==> config.mk <==
export PLATFORM = sky130hd
export DESIGN_NAME = falu_div_step
export DESIGN_NICKNAME = d
export VERILOG_FILES = /design/src/hdl/falu_pkg.sv /design/src/hdl/falu_div_step.sv
export SDC_FILE = /design/constraint.sdc
export NUM_CORES = 1
export LEC_CHECK = 0
export BUFFER_PORTS_ARGS = -buffer_cell sky130_fd_sc_hd__clkbuf_2
export CAP_MARGIN = 20
export CORE_ASPECT_RATIO = 0.7
export CORE_UTILIZATION = 45
export CTS_CLUSTER_DIAMETER = 100
export DETAILED_ROUTE_END_ITERATION = 8
export GPL_TIMING_DRIVEN = 0
export HOLD_SLACK_MARGIN = 0.08
export PLACE_DENSITY_LB_ADDON = 0.12
export SLEW_MARGIN = 20
export SYNTH_ARGS = -nofsm -noshare
export SYNTH_HDL_FRONTEND = slang
export SYNTH_SLANG_ARGS = --single-unit
==> constraint.sdc <==
create_clock -name clock -period 13.5 [get_ports clock]
set_clock_uncertainty 0.2 [all_clocks]
set_input_delay 1.35 -clock clock [delete_from_list [all_inputs] [get_ports clock]]
set_output_delay 1.35 -clock clock [all_outputs]
set_load 0.02 [all_outputs]
==> src/hdl/falu_pkg.sv <==
package falu_pkg;

   localparam int FRAC_BITS = 8;
   localparam int DATA_W    = 32;
   localparam int NUM_W     = DATA_W + 1 + FRAC_BITS;
   localparam int DEN_W     = DATA_W + 1;
   localparam int FUNC_W    = 4;

   localparam logic [FUNC_W-1:0] OP_ADD   = 4'd0;
   localparam logic [FUNC_W-1:0] OP_SUB   = 4'd1;
   localparam logic [FUNC_W-1:0] OP_MUL   = 4'd2;
   localparam logic [FUNC_W-1:0] OP_DIV   = 4'd3;
   localparam logic [FUNC_W-1:0] OP_EQ    = 4'd4;
   localparam logic [FUNC_W-1:0] OP_NE    = 4'd5;
   localparam logic [FUNC_W-1:0] OP_GT    = 4'd6;
   localparam logic [FUNC_W-1:0] OP_LT    = 4'd7;
   localparam logic [FUNC_W-1:0] OP_GE    = 4'd8;
   localparam logic [FUNC_W-1:0] OP_LE    = 4'd9;
   localparam logic [FUNC_W-1:0] OP_MIN   = 4'd10;
   localparam logic [FUNC_W-1:0] OP_MAX   = 4'd11;
   localparam logic [FUNC_W-1:0] OP_INC   = 4'd12;
   localparam logic [FUNC_W-1:0] OP_DEC   = 4'd13;
   localparam logic [FUNC_W-1:0] OP_FROM  = 4'd14;
   localparam logic [FUNC_W-1:0] OP_TOINT = 4'd15;

   typedef struct packed {
      logic              valid;
      logic              is_div;
      logic              neg;
      logic              err;
      logic              flag;
      logic [DATA_W-1:0] value;
      logic [DEN_W-1:0]  rem;
      logic [NUM_W-1:0]  num;
      logic [DEN_W-1:0]  den;
      logic [DATA_W-1:0] quo;
   } pipe_type;

endpackage

==> src/hdl/falu_div_step.sv <==
module falu_div_step (
   input  logic                clock,
   input  logic                reset,
   input  logic                en,
   input  falu_pkg::pipe_type  stage_in,
   output falu_pkg::pipe_type  stage_ff
);

   falu_pkg::pipe_type            nxt;
   logic [falu_pkg::DEN_W:0]      trial;
   logic                          qbit;

   always_comb begin
      nxt   = stage_in;
      trial = {stage_in.rem, stage_in.num[falu_pkg::NUM_W-1]};
      qbit  = trial >= {1'b0, stage_in.den};
      nxt.rem = qbit ? falu_pkg::DEN_W'(trial - {1'b0, stage_in.den})
                     : trial[falu_pkg::DEN_W-1:0];
      nxt.num = stage_in.num << 1;
      nxt.quo = {stage_in.quo[falu_pkg::DATA_W-2:0], qbit};
   end

   always_ff @(posedge clock) begin
      if (reset) begin
         stage_ff.valid <= 1'b0;
      end else if (en) begin
         stage_ff <= nxt;
      end
   end

endmodule

; ---- After elaboration in Yosys (flattened, before gate mapping)
; Cells that the tools add are included.
[word_totals]
regBits = 175
input_bits = 179
output_inout_bits = 176
[op_classes]
add_sub_neg = 1
order_cmp = 1
muxes = 1
bitwise_logic = 1
n_reduce_logical = 1
[ops]
columns = op, n
row1 = $ge A34 B33 Y1, 1
row2 = $mux W33, 1
row3 = $sub A33 B33 Y33, 1
row4 = $reduce_and A2 Y1, 1
row5 = $not A1 Y1, 1

; ---- Longest topological paths before layout
[logic_depth]
depth_word = 2
ltp_mapped = 13
mapped_depth_nobuf = 12

; ---- Worst setup path after synthesis
; No wires, ideal clock.
[synth_timing]
kind = input to register
startpoint = input reset
endpoint = register stage_ff[0] (netlist name), enable pin
setup_ps = 734
t_arrival_ps = 9057
required_ps = 12566
path_slack_ps = 3509
stages = 1
n_path_buf = 0
path_cell_list = nor2b_1
[synth_via]
elab_chain_len = 2
[synth_lines]
columns = element, line_no
row1 = "start, declared", falu_div_step.sv:3  ; input logic reset,
row2 = $not A1 Y1 (no source line), n/a
row3 = $reduce_and A2 Y1 (no source line), n/a
row4 = "end signal, assigned", falu_div_step.sv:27  ; stage_ff <= nxt;
row5 = "end, declared", falu_div_step.sv:6  ; output falu_pkg::pipe_type stage_ff
; No other way between the ends.
; A chain may end at the register's enable or synchronous reset.

==> impl_metrics.toml <==
[worst_hold_path]
hold_path.class = "flip-flop to flip-flop"
hold_path_depth = 2
holdPathEnd = "stage_ff[175]"
hp-start = "stage_ff[175]"

[detailed_routing]
drc_errors = 0
wl_per_cell_um = 16.93
drtAntennaViolNets = 0
vias = 5765
dr.pass1.iters = 5
drt_iter0_markers = 364
drt-total-wl_mm = 19.95
vias_per_cell = 4.894

[worst_setup_path]
slowest_stage = "fa_1"
worstPathArrival_ns = 4.15
crit_chain = "clkbuf_2 -> inv_1 -> ha_1 -> inv_1 -> fa_1 -> a21oi_1 -> o211ai_1 -> a41oi_2 -> o31ai_4 -> o311ai_4 -> nand2_2 -> buf_6 -> mux2_4"
crit_fanout = 10
path_buf_inv = 4
crit_path_frequent_cell = "inv_1"
reg2reg_depth = 2
r2r-start = "stage_ff[175]"
reg2reg_to = "stage_ff[175]"
crit_path_end_kind = "flip-flop"
crit_type = "primary input to flip-flop"
r2r_slack_ns = 12.72
max_stage_delay_ns = 0.40
worst_ep_required_time_ns = 13.47
cp_top_family = "compound AO/OA/AOI/OAI gates"
critPathLaunchType = "primary input"

[placement]
place_ws_ns = 8.908
port_buffers = 352
gp_congestion = 0.8514
hpwl_mm = 15.95
dp_cells = 1146
dpl_cell_area_mm2 = 0.009993

[logic_synthesis]
synth_cell_types = 54
ys_async_sr_fraction_pct = 0
ys_seq_area_share_pct = 67.55
synth_edf_count = 174
synthFlopType = "edfxtp_1"
syn-mean-instance-area_um2 = 13.82
syn_area_mm2 = 0.007765
postSynthCellCount = 562
yosys_warnings = 0
synth_fp_nets = 775
synth_seq_cells = 175

[cts]
cts_htree_levels = 4
cts_hold_buf = 0
ctsResizeCount = 0
postCtsSetupBuffers = 0
numCtsBuffers = 17
path_clk_slew_ns = 0.07
root_buffer = "clkbuf_16"
cts_tree = "done"
clock_sinks = 175
clkLatencyLatePin_ns = 0.42
clk_path_buf_depth = 2

[floorplan]
ios = 355
die_x_um = 159.0
coreArea_mm2 = 0.01659
dieHeight_um = 111.9
die_area_mm2 = 0.01779
num_rows = 39
start_util_pct = 46.80

[global_routing]
grt_max_degree = 30
grt_pass1_vias = 5384
grt_pass1_wl_mm = 30.71
grt-ovfl-total = 0
antenna_found_initial = 0
gr-usage-all-layers_pct = 22.68

[timing]
fin_setup_tns_ns = 0
hold_violations = 0
max_freq_mhz = 239.6
setup_slack_ns = 9.326
drv_slew = 0
timing.final.crit_share_pct = 30.92
holdWs_ns = 0.3038
relSlewSlack_pct = 54.35
finalSetupViolations = 0
tightest_slew_ns = 0.6796
period_needed_ns = 4.174
rsz0062_at_grt = "false"

[power]
peakVddDrop_v = 0.00008270
p_per_area_mw_per_mm2 = 133.4
p_total_mw = 1.413
p_leak_nw = 4.707

[finish]
largest_register_ffs = 175
regMostFlops = "stage_ff"
layout-drive-gt1-share_pct = 44.60
syn_to_final_growth_pct = 36.38
diodes = 0
reg_top3 = "stage_ff x175"
finalInstanceArea_mm2 = 0.01059
final_cells = 1178
final_core_util_pct = 63.83
nets = 1153

[run]
maxCapViolations = 0

[outcome]
status = "finished, final reports clean"
worst max path at each step:
stage                             start             to  slack, ns  cells past startpoint
after floorplan                   reset    stage_ff[0]       3.51                      1
after global placement               en   stage_ff[76]       0.34                      2
after detailed placement  stage_in[105]  stage_ff[110]       8.91                     13
after CTS                 stage_in[105]  stage_ff[110]       9.33                     13
after global routing      stage_in[105]  stage_ff[109]       9.21                     13
final                     stage_in[105]  stage_ff[110]       9.33                     13
worst min-delay path: cells and delay by family (launching register included):
family | cells | cell delay (ns)
DFF | 1 | 0.33
muxes | 1 | 0.06
and+or+nand+nor | 1 | 0.07
synthesized netlist by cell type (all sizes together) (2+ instances only):
cell type,count,area share (%)
a211oi,7,0.74
xor2,11,1.2
edfxtp,174,67
ha,33,5.3
inv,42,2.0
nand3,8,0.52
xnor2,16,1.8
and3,5,0.40
mux2,5,0.92
or3,4,0.32
a2bb2oi,2,0.31
nand2b,3,0.24
nor2,46,2.2
o21a,3,0.29
nand4,12,0.97
a21o,13,1.3
clkbuf,9,0.44
o31ai,3,0.47
o211ai,2,0.19
nor2b,5,0.40
nand2,25,1.2
and2,3,0.24
o21bai,6,0.58
buf,10,0.92
a211o,5,0.56
o21ai,21,1.4
a31oi,4,0.32
nor4,2,0.16
a21oi,57,4.1
a2111oi,2,0.31
nor3,8,0.52
a31o,3,0.34
kinds of logic (layout without fill, tap and decap cells):
| logic type | after synthesis | in the layout | synth area share (%) |
|---|---|---|---|
| xor+xnor | 27 | 27 | 3.045 |
| fa+ha+maj | 34 | 34 | 5.575 |
| buf+inv | 61 | 452 | 3.384 |
| compound gates | 136 | 136 | 12.04 |
| mux | 6 | 6 | 1.047 |
| flops | 175 | 175 | 67.55 |
| simple gates | 122 | 122 | 7.316 |
| other cells | 1 | 1 | 0.04829 |
report_power, final:
| part | switching [mW] | internal (mW) |
|---|---|---|
| clock network | 0.238 | 0.251 |
| registers | 0.0103 | 0.647 |
| logic | 0.164 | 0.102 |
| total | 0.412 | 1.00 |
placed cells by master, fill, tap and decap left out, types with 3 or more instances in the layout:
master,instances
o21bai_1,6
a31o_2,3
nand4_1,12
buf_16,5
clkbuf_2,352
buf_2,6
a211o_1,5
edfxtp_1,174
inv_8,3
a21o_1,13
nand2b_1,3
mux2_4,4
inv_6,4
clkinv_8,4
buf_6,3
nand3_1,8
o21a_1,3
a211oi_1,6
o21ai_0,21
nor2b_1,4
and3_1,5
xor2_1,11
nand2_1,24
a21oi_2,9
nor2_1,46
ha_1,33
a31oi_1,4
inv_1,42
or3_1,4
clkbuf_1,10
a21oi_1,48
clkbuf_16,17
xnor2_1,16
and2_1,3
nor3_1,8
layout make-up:
class | instances | area [um2]
flip-flops and latches | 175 | 5245
inverters | 42 | 157.7
well taps | 225 | 281.5
clock buffers | 18 | 429.2
fillers | 1338 | 6001
clock inverters | 14 | 167.7
plain buffers | 19 | 105.1
multi-input cells | 326 | 2265
repair buffers | 359 | 1939
per-layer routing:
metal	wire [um]	share of wire [%]	up-vias	track usage (%)
li1	-	-	2866	-
met1	8804	44	2676	30.41
met2	9859	49	211	38.01
met3	1125	5.6	12	4.471
met4	160	0.80	0	5.769
met5	0	0	-	0
No activity file was read; power rests on OpenSTA's default activity.
