File: src/hdl/falu_pkg.sv
package falu_pkg;

   localparam int FRAC_BITS = 8;
   localparam int DATA_W    = 32;
   localparam int NUM_W     = DATA_W + 1 + FRAC_BITS;
   localparam int DEN_W     = DATA_W + 1;
   localparam int FUNC_W    = 4;

   localparam logic [FUNC_W-1:0] OP_ADD   = 4'd0;
   localparam logic [FUNC_W-1:0] OP_SUB   = 4'd1;
   localparam logic [FUNC_W-1:0] OP_MUL   = 4'd2;
   localparam logic [FUNC_W-1:0] OP_DIV   = 4'd3;
   localparam logic [FUNC_W-1:0] OP_EQ    = 4'd4;
   localparam logic [FUNC_W-1:0] OP_NE    = 4'd5;
   localparam logic [FUNC_W-1:0] OP_GT    = 4'd6;
   localparam logic [FUNC_W-1:0] OP_LT    = 4'd7;
   localparam logic [FUNC_W-1:0] OP_GE    = 4'd8;
   localparam logic [FUNC_W-1:0] OP_LE    = 4'd9;
   localparam logic [FUNC_W-1:0] OP_MIN   = 4'd10;
   localparam logic [FUNC_W-1:0] OP_MAX   = 4'd11;
   localparam logic [FUNC_W-1:0] OP_INC   = 4'd12;
   localparam logic [FUNC_W-1:0] OP_DEC   = 4'd13;
   localparam logic [FUNC_W-1:0] OP_FROM  = 4'd14;
   localparam logic [FUNC_W-1:0] OP_TOINT = 4'd15;

   typedef struct packed {
      logic              valid;
      logic              is_div;
      logic              neg;
      logic              err;
      logic              flag;
      logic [DATA_W-1:0] value;
      logic [DEN_W-1:0]  rem;
      logic [NUM_W-1:0]  num;
      logic [DEN_W-1:0]  den;
      logic [DATA_W-1:0] quo;
   } pipe_type;

endpackage

File: src/hdl/falu_front.sv
module falu_front (
   input  logic                                clock,
   input  logic                                reset,
   input  logic                                en,
   input  logic                                vld,
   input  logic [falu_pkg::FUNC_W-1:0]         func,
   input  logic signed [falu_pkg::DATA_W-1:0]  opa,
   input  logic signed [falu_pkg::DATA_W-1:0]  opb,
   output falu_pkg::pipe_type                  stage_ff
);

   falu_pkg::pipe_type                       stage_in;
   logic signed [2*falu_pkg::DATA_W-1:0]     product;
   logic signed [2*falu_pkg::DATA_W-1:0]     prod_sh;
   logic [falu_pkg::DEN_W-1:0]               a_ext;
   logic [falu_pkg::DEN_W-1:0]               b_ext;
   logic [falu_pkg::DEN_W-1:0]               a_mag;
   logic [falu_pkg::DEN_W-1:0]               b_mag;
   logic [falu_pkg::NUM_W-1:0]               na;
   logic                                     lt;

   always_comb begin
      product = opa * opb;
      prod_sh = product >>> falu_pkg::FRAC_BITS;
      a_ext   = {opa[falu_pkg::DATA_W-1], opa};
      b_ext   = {opb[falu_pkg::DATA_W-1], opb};
      a_mag   = opa[falu_pkg::DATA_W-1] ? -a_ext : a_ext;
      b_mag   = opb[falu_pkg::DATA_W-1] ? -b_ext : b_ext;
      na      = falu_pkg::NUM_W'(a_mag) << falu_pkg::FRAC_BITS;
      lt      = opa < opb;

      stage_in        = '0;
      stage_in.valid  = vld;
      stage_in.num    = (na << 1) + falu_pkg::NUM_W'(b_mag);
      stage_in.den    = {b_mag[falu_pkg::DATA_W-1:0], 1'b0};
      stage_in.neg    = opa[falu_pkg::DATA_W-1] ^ opb[falu_pkg::DATA_W-1];
      case (func)
         falu_pkg::OP_ADD:   stage_in.value = opa + opb;
         falu_pkg::OP_SUB:   stage_in.value = opa - opb;
         falu_pkg::OP_MUL:   stage_in.value = prod_sh[falu_pkg::DATA_W-1:0];
         falu_pkg::OP_DIV: begin
            stage_in.is_div = (opb != '0);
            stage_in.err    = (opb == '0);
         end
         falu_pkg::OP_EQ:    stage_in.flag  = (opa == opb);
         falu_pkg::OP_NE:    stage_in.flag  = (opa != opb);
         falu_pkg::OP_GT:    stage_in.flag  = (opa > opb);
         falu_pkg::OP_LT:    stage_in.flag  = lt;
         falu_pkg::OP_GE:    stage_in.flag  = (opa >= opb);
         falu_pkg::OP_LE:    stage_in.flag  = (opa <= opb);
         falu_pkg::OP_MIN:   stage_in.value = lt ? opa : opb;
         falu_pkg::OP_MAX:   stage_in.value = lt ? opb : opa;
         falu_pkg::OP_INC:   stage_in.value = opa + 32'sd1;
         falu_pkg::OP_DEC:   stage_in.value = opa - 32'sd1;
         falu_pkg::OP_FROM:  stage_in.value = opa << falu_pkg::FRAC_BITS;
         falu_pkg::OP_TOINT: stage_in.value = opa >>> falu_pkg::FRAC_BITS;
         default:            stage_in.value = '0;
      endcase
   end

   always_ff @(posedge clock) begin
      if (reset) begin
         stage_ff.valid <= 1'b0;
      end else if (en) begin
         stage_ff <= stage_in;
      end
   end

endmodule

File: config.mk
export PLATFORM = sky130hd
export DESIGN_NAME = falu_front
export DESIGN_NICKNAME = d
export VERILOG_FILES = /design/src/hdl/falu_pkg.sv /design/src/hdl/falu_front.sv
export SDC_FILE = /design/constraint.sdc
export NUM_CORES = 2
export LEC_CHECK = 0
export ABC_CLOCK_PERIOD_IN_PS = 7850
export BUFFER_PORTS_ARGS = -buffer_cell sky130_fd_sc_hd__buf_2
export CELL_PAD_IN_SITES_DETAIL_PLACEMENT = 1
export CELL_PAD_IN_SITES_GLOBAL_PLACEMENT = 1
export CORE_ASPECT_RATIO = 1.2
export CORE_UTILIZATION = 33
export DETAILED_ROUTE_END_ITERATION = 16
export GPL_TIMING_DRIVEN = 0
export PLACE_DENSITY = 0.66
export SYNTH_ARGS = -nofsm -noshare
export SYNTH_HDL_FRONTEND = slang
export SYNTH_SLANG_ARGS = --single-unit
File: constraint.sdc
create_clock -name clock -period 7.85 [get_ports clock]
set_input_delay 0.785 -clock clock [delete_from_list [all_inputs] [get_ports clock]]
set_output_delay 0.785 -clock clock [all_outputs]
set_load 0.01 [all_outputs]
Word-level counts from Yosys, hierarchy flattened
Index checks and enable logic that the tools add are counted.
{ "op_classes": {"reduce_logical": 4, "addsub": 7, "n_mul": 1, "mux": 6, "eq_ne": 17, "n_bitwise": 2, "magnitude_cmp": 4} }
{ "op_table": {"columns": ["cell", "count"], "rows": [
  ["32-bit one-hot mux with 9 select lines", 1],
  ["32-bit two-way mux", 3],
  ["41-bit by 33-bit adder with 41-bit output", 1],
  ["32-bit by 32-bit multiplier with 40-bit output", 1],
  ["33-bit two-way mux", 1],
  ["33-bit negation", 1],
  ["32-bit by 2-bit adder with 32-bit output, second input constant", 1],
  ["32-bit adder", 1],
  ["32-bit == test", 1],
  ["4-bit == test, second input constant", 8],
  ["32-bit greater-or-equal comparator", 1],
  ["32-bit greater-than comparator", 1],
  ["32-bit <= comparator", 1],
  ["32-bit zero test", 1],
  ["32-bit less-than comparator", 1],
  ["32-bit != test", 1],
  ["32-bit negation", 1],
  ["32-bit nonzero test", 1],
  ["32-bit by 2-bit subtractor with 32-bit output, second input constant", 1],
  ["32-bit subtractor", 1],
  ["4-bit by 3-bit == test with 1-bit output, second input constant", 4],
  ["4-bit by 2-bit == test with 1-bit output, second input constant", 2],
  ["1-bit one-hot mux with 6 select lines", 1],
  ["4-bit by 1-bit == test with 1-bit output, second input constant", 1],
  ["other kinds (4)", 4]
]} }
{ "totals": {"out_inout_bits": 176, "wordCells": 49, "reg_bits": 110, "in_bits": 72} }

Depth between registers and ports, before layout
{ "logic_depth": {"ltp_word": 3, "depth_mapped": 28, "ltp_nobuf": 26} }

Worst setup path before layout
OpenSTA, ideal clock, no wires.
{ "synth_timing": {"kind": "input port to flip-flop", "start": "input port opa[16] (netlist bit)", "end": "register stage_ff[166] (netlist bit) (data pin)", "t_required_ps": 7589, "setup_ps": 261, "t_arrival_ps": 7535, "path_slack_ps": 54, "path_buffers": 2, "stages": 26, "path_cell_list": "clkbuf_1 clkbuf_1 and2_1 fa_1 fa_1 inv_1 fa_1 fa_1 inv_1 fa_1 inv_1 fa_1 inv_1 fa_1 fa_1 ha_1 a211oi_1 o31ai_1 a21o_1 a211o_1 o211ai_1 a31oi_1 nand2b_1 a21oi_1 xnor2_1 a221o_1"} }
{ "synth_rtl": {"columns": ["item", "line_no", "rtl"], "rows": [
  ["start, declared", "falu_front.sv:7", "input logic signed [falu_pkg::DATA_W-1:0] opa,"],
  ["end signal, assigned", "falu_front.sv:65", "stage_ff <= stage_in;"],
  ["end, declared", "falu_front.sv:9", "output falu_pkg::pipe_type stage_ff"]
]} }

==> results.json <==
{
  "initial_core_util_pct": 33.34,
  "post_drt_wl_per_cell_um": 28.52,
  "die_width_um": 296.9,
  "hold_viol": 0,
  "finalWorstSetupSlack_ns": -0.08828,
  "yosysMostFrequentCell": "inv_1",
  "slew_violations": 0,
  "min_path_type": "flip-flop to flip-flop",
  "cts_max_path_buffers": 2,
  "drc_errors": 0,
  "synth-async-reset-ratio_pct": 0,
  "r2r_start": "stage_ff[175]$_SDFFE_PP0P_",
  "routed-via-count": 29846,
  "min_period_over_period_pct": 101.1,
  "gr-usage-all-layers_pct": 29.82,
  "clk_pin_slew_worst_paths_ns": 0.08,
  "dp.cells": 5491,
  "cts-htree-levels": 3,
  "run_status": "finished, violations left",
  "largest_reg_flops": 101,
  "fin_area_um2": 40840,
  "rsz0062_at_grt": "true",
  "violations": "negative setup slack",
  "clock-sinks": 101,
  "required_ns": 7.98,
  "grt_overflow": 0,
  "avgViaCountPerCell": 5.362,
  "grt_max_degree": 39,
  "worstMarginPinSlew_ns": 1.316,
  "antenna_found_initial": 11,
  "wl_um": 158700,
  "cts-root-buf": "clkbuf_16",
  "cp.arrival_ns": 8.06,
  "skew_ns": 0,
  "syn_area_per_cell_um2": 8.890,
  "worstSetupEndpoint": "stage_ff[166]$_DFFE_PP_",
  "coreArea_um2": 103300,
  "startpoint": "opb[4]",
  "rr_worst_depth": 2,
  "fin_crit_ns": 7.938,
  "worstSetupPathType": "primary input to flip-flop",
  "end_kind": "flip-flop",
  "setup_viol": 4,
  "portBuffers": 173,
  "layout.cells.non_filler": 5566,
  "syn_inst": 3874,
  "synth_area_leaders": "fa_1, ha_1, edfxtp_1",
  "r2r-end": "stage_ff[175]$_SDFFE_PP0P_",
  "dp_hpwl_um": 130600,
  "first_pass_iters": 8,
  "fp.dieArea_um2": 105700,
  "cts_tree": "done",
  "die_h_um": 355.9,
  "top_regs": "stage_ff (101)",
  "grt_pass1_vias": 31698,
  "syn_to_final_growth_pct": 18.59,
  "hold_depth": 2,
  "place_congestion": 1.016,
  "rrSetupSlack_ns": 7.22,
  "place_area_um2": 37340,
  "synth_top_area_cell": "fa_1",
  "synth_top_area_share_pct": 37.49,
  "cp-start-kind": "primary input",
  "max_slew_margin_pct": 12.11,
  "ys_ff_latch": 101,
  "antenna_left": 0,
  "pin_count": 248,
  "yosys-top-cells-count": "inv_1, fa_1, and2_1",
  "numCtsBuffers": 9,
  "final_core_util_pct": 39.54,
  "ctsHoldBuffers": 0,
  "grt_pass1_wl_um": 224900,
  "seq_area_frac_synth_pct": 8.777,
  "synth_cell_types": 79,
  "drive_gt1_share_pct": 16.36,
  "synthFlopType": "edfxtp_1",
  "clkLatencyLatePin_ns": 0.39,
  "top_register": "stage_ff",
  "syn_area_um2": 34440,
  "final_net_count": 5164,
  "maxCapViolCount": 0,
  "synth_edf_count": 100,
  "max_freq_mhz": 126.0,
  "drt_iter0_markers": 2413,
  "num_rows": 129,
  "critPathMaxFanout": 6,
  "ys.warnings.count": 0,
  "pre_cts_ws_ns": -3.535,
  "fillers": 12056
}
[cell families after synthesis]
kind of cell,synth area share (%)
simple gates,16.54
buf+inv,11.67
fa+ha+maj,47.08
compound gates,9.188
xor+xnor,6.267
flops,8.777
mux,0.4687
other cells,0.01089
[through the flow]
stage	TNS (ns)	hold WS, ns
floorplan	0	0.5279
global placement	-70.24	0.4893
detailed placement	-71.00	0.5477
CTS	-0.2491	0.5648
global route	-1.240	0.6014
finish	-0.1911	0.5653
[layout by cell type, fill, tap and decap left out, drive strengths merged, types with 14 or more instances in the layout]
cell,instances
clkbuf,139
nor2b,17
inv,708
and2,398
buf,390
nor3,30
o31ai,16
nand3,33
a21o,54
a211oi,15
a31oi,19
fa,645
o21bai,14
a21oi,163
xnor2,187
nand2,374
a222oi,16
edfxtp,100
nand4,16
or3,18
o21ai,88
xor2,56
conb,67
ha,264
mux2i,15
o211ai,14
nor2,154
nand2b,25
[critical path, cell delays in order]
cell and delay (ns):
buf_6 0.10, clkbuf_8 0.15, clkbuf_16 0.16, buf_4 0.17
and2_1 0.15, fa_1 0.45, fa_1 0.49, inv_1 0.05
fa_1 0.51, fa_1 0.58, inv_1 0.06, fa_1 0.48
fa_1 0.56, fa_1 0.45, fa_1 0.55, ha_4 0.24
a21o_4 0.22, a21o_1 0.18, a211o_1 0.30, o211ai_1 0.20
buf_6 0.22, a31oi_4 0.12, nand2b_4 0.17, a21oi_4 0.18
xnor2_4 0.10, a221o_1 0.41
[cell type report]
type                       count  area (µm²)  share of cell area (%)
antenna                        3       7.507                 0.01838
buffer                       258        2644                   6.473
clock buffer                  10       229.0                  0.5606
clock inverter                 6       55.05                  0.1348
inverter                     708        2665                   6.525
multi-input combinational   2844       28650                   70.16
sequential                   101        3023                   7.402
tap                         1375        1720                   4.212
timing repair buffer         261        1844                   4.516
[timing repair]
item                       4_1_cts  5_1_grt
setup endpoints to repair       27       21
pin swaps                       49      100
resized for setup              511      264
gates cloned                     1        1
setup buffers                   45       40
[worst min path at each step]
| stage | start | endpoint | slack [ns] |
|---|---|---|---|
| floorplan | stage_ff[175]$_SDFFE_PP0P_ | stage_ff[175]$_SDFFE_PP0P_ | 0.53 |
| global placement | stage_ff[175]$_SDFFE_PP0P_ | stage_ff[175]$_SDFFE_PP0P_ | 0.49 |
| detailed placement | stage_ff[175]$_SDFFE_PP0P_ | stage_ff[175]$_SDFFE_PP0P_ | 0.55 |
| CTS | stage_ff[175]$_SDFFE_PP0P_ | stage_ff[175]$_SDFFE_PP0P_ | 0.56 |
| global route | stage_ff[175]$_SDFFE_PP0P_ | stage_ff[175]$_SDFFE_PP0P_ | 0.60 |
| finish | stage_ff[175]$_SDFFE_PP0P_ | stage_ff[175]$_SDFFE_PP0P_ | 0.57 |
[metal layers]
metal	up-vias	share of wire, %	GRT usage (%)
li1	12539	-	-
met4	2	9.1	22.53
met3	442	7.9	5.951
met2	1441	46	49.03
met1	15422	37	34.38
met5	-	0.0082	0
Power is not shown: default switching activity piles up to over one toggle a cycle in this logic, so the estimate is an artifact.
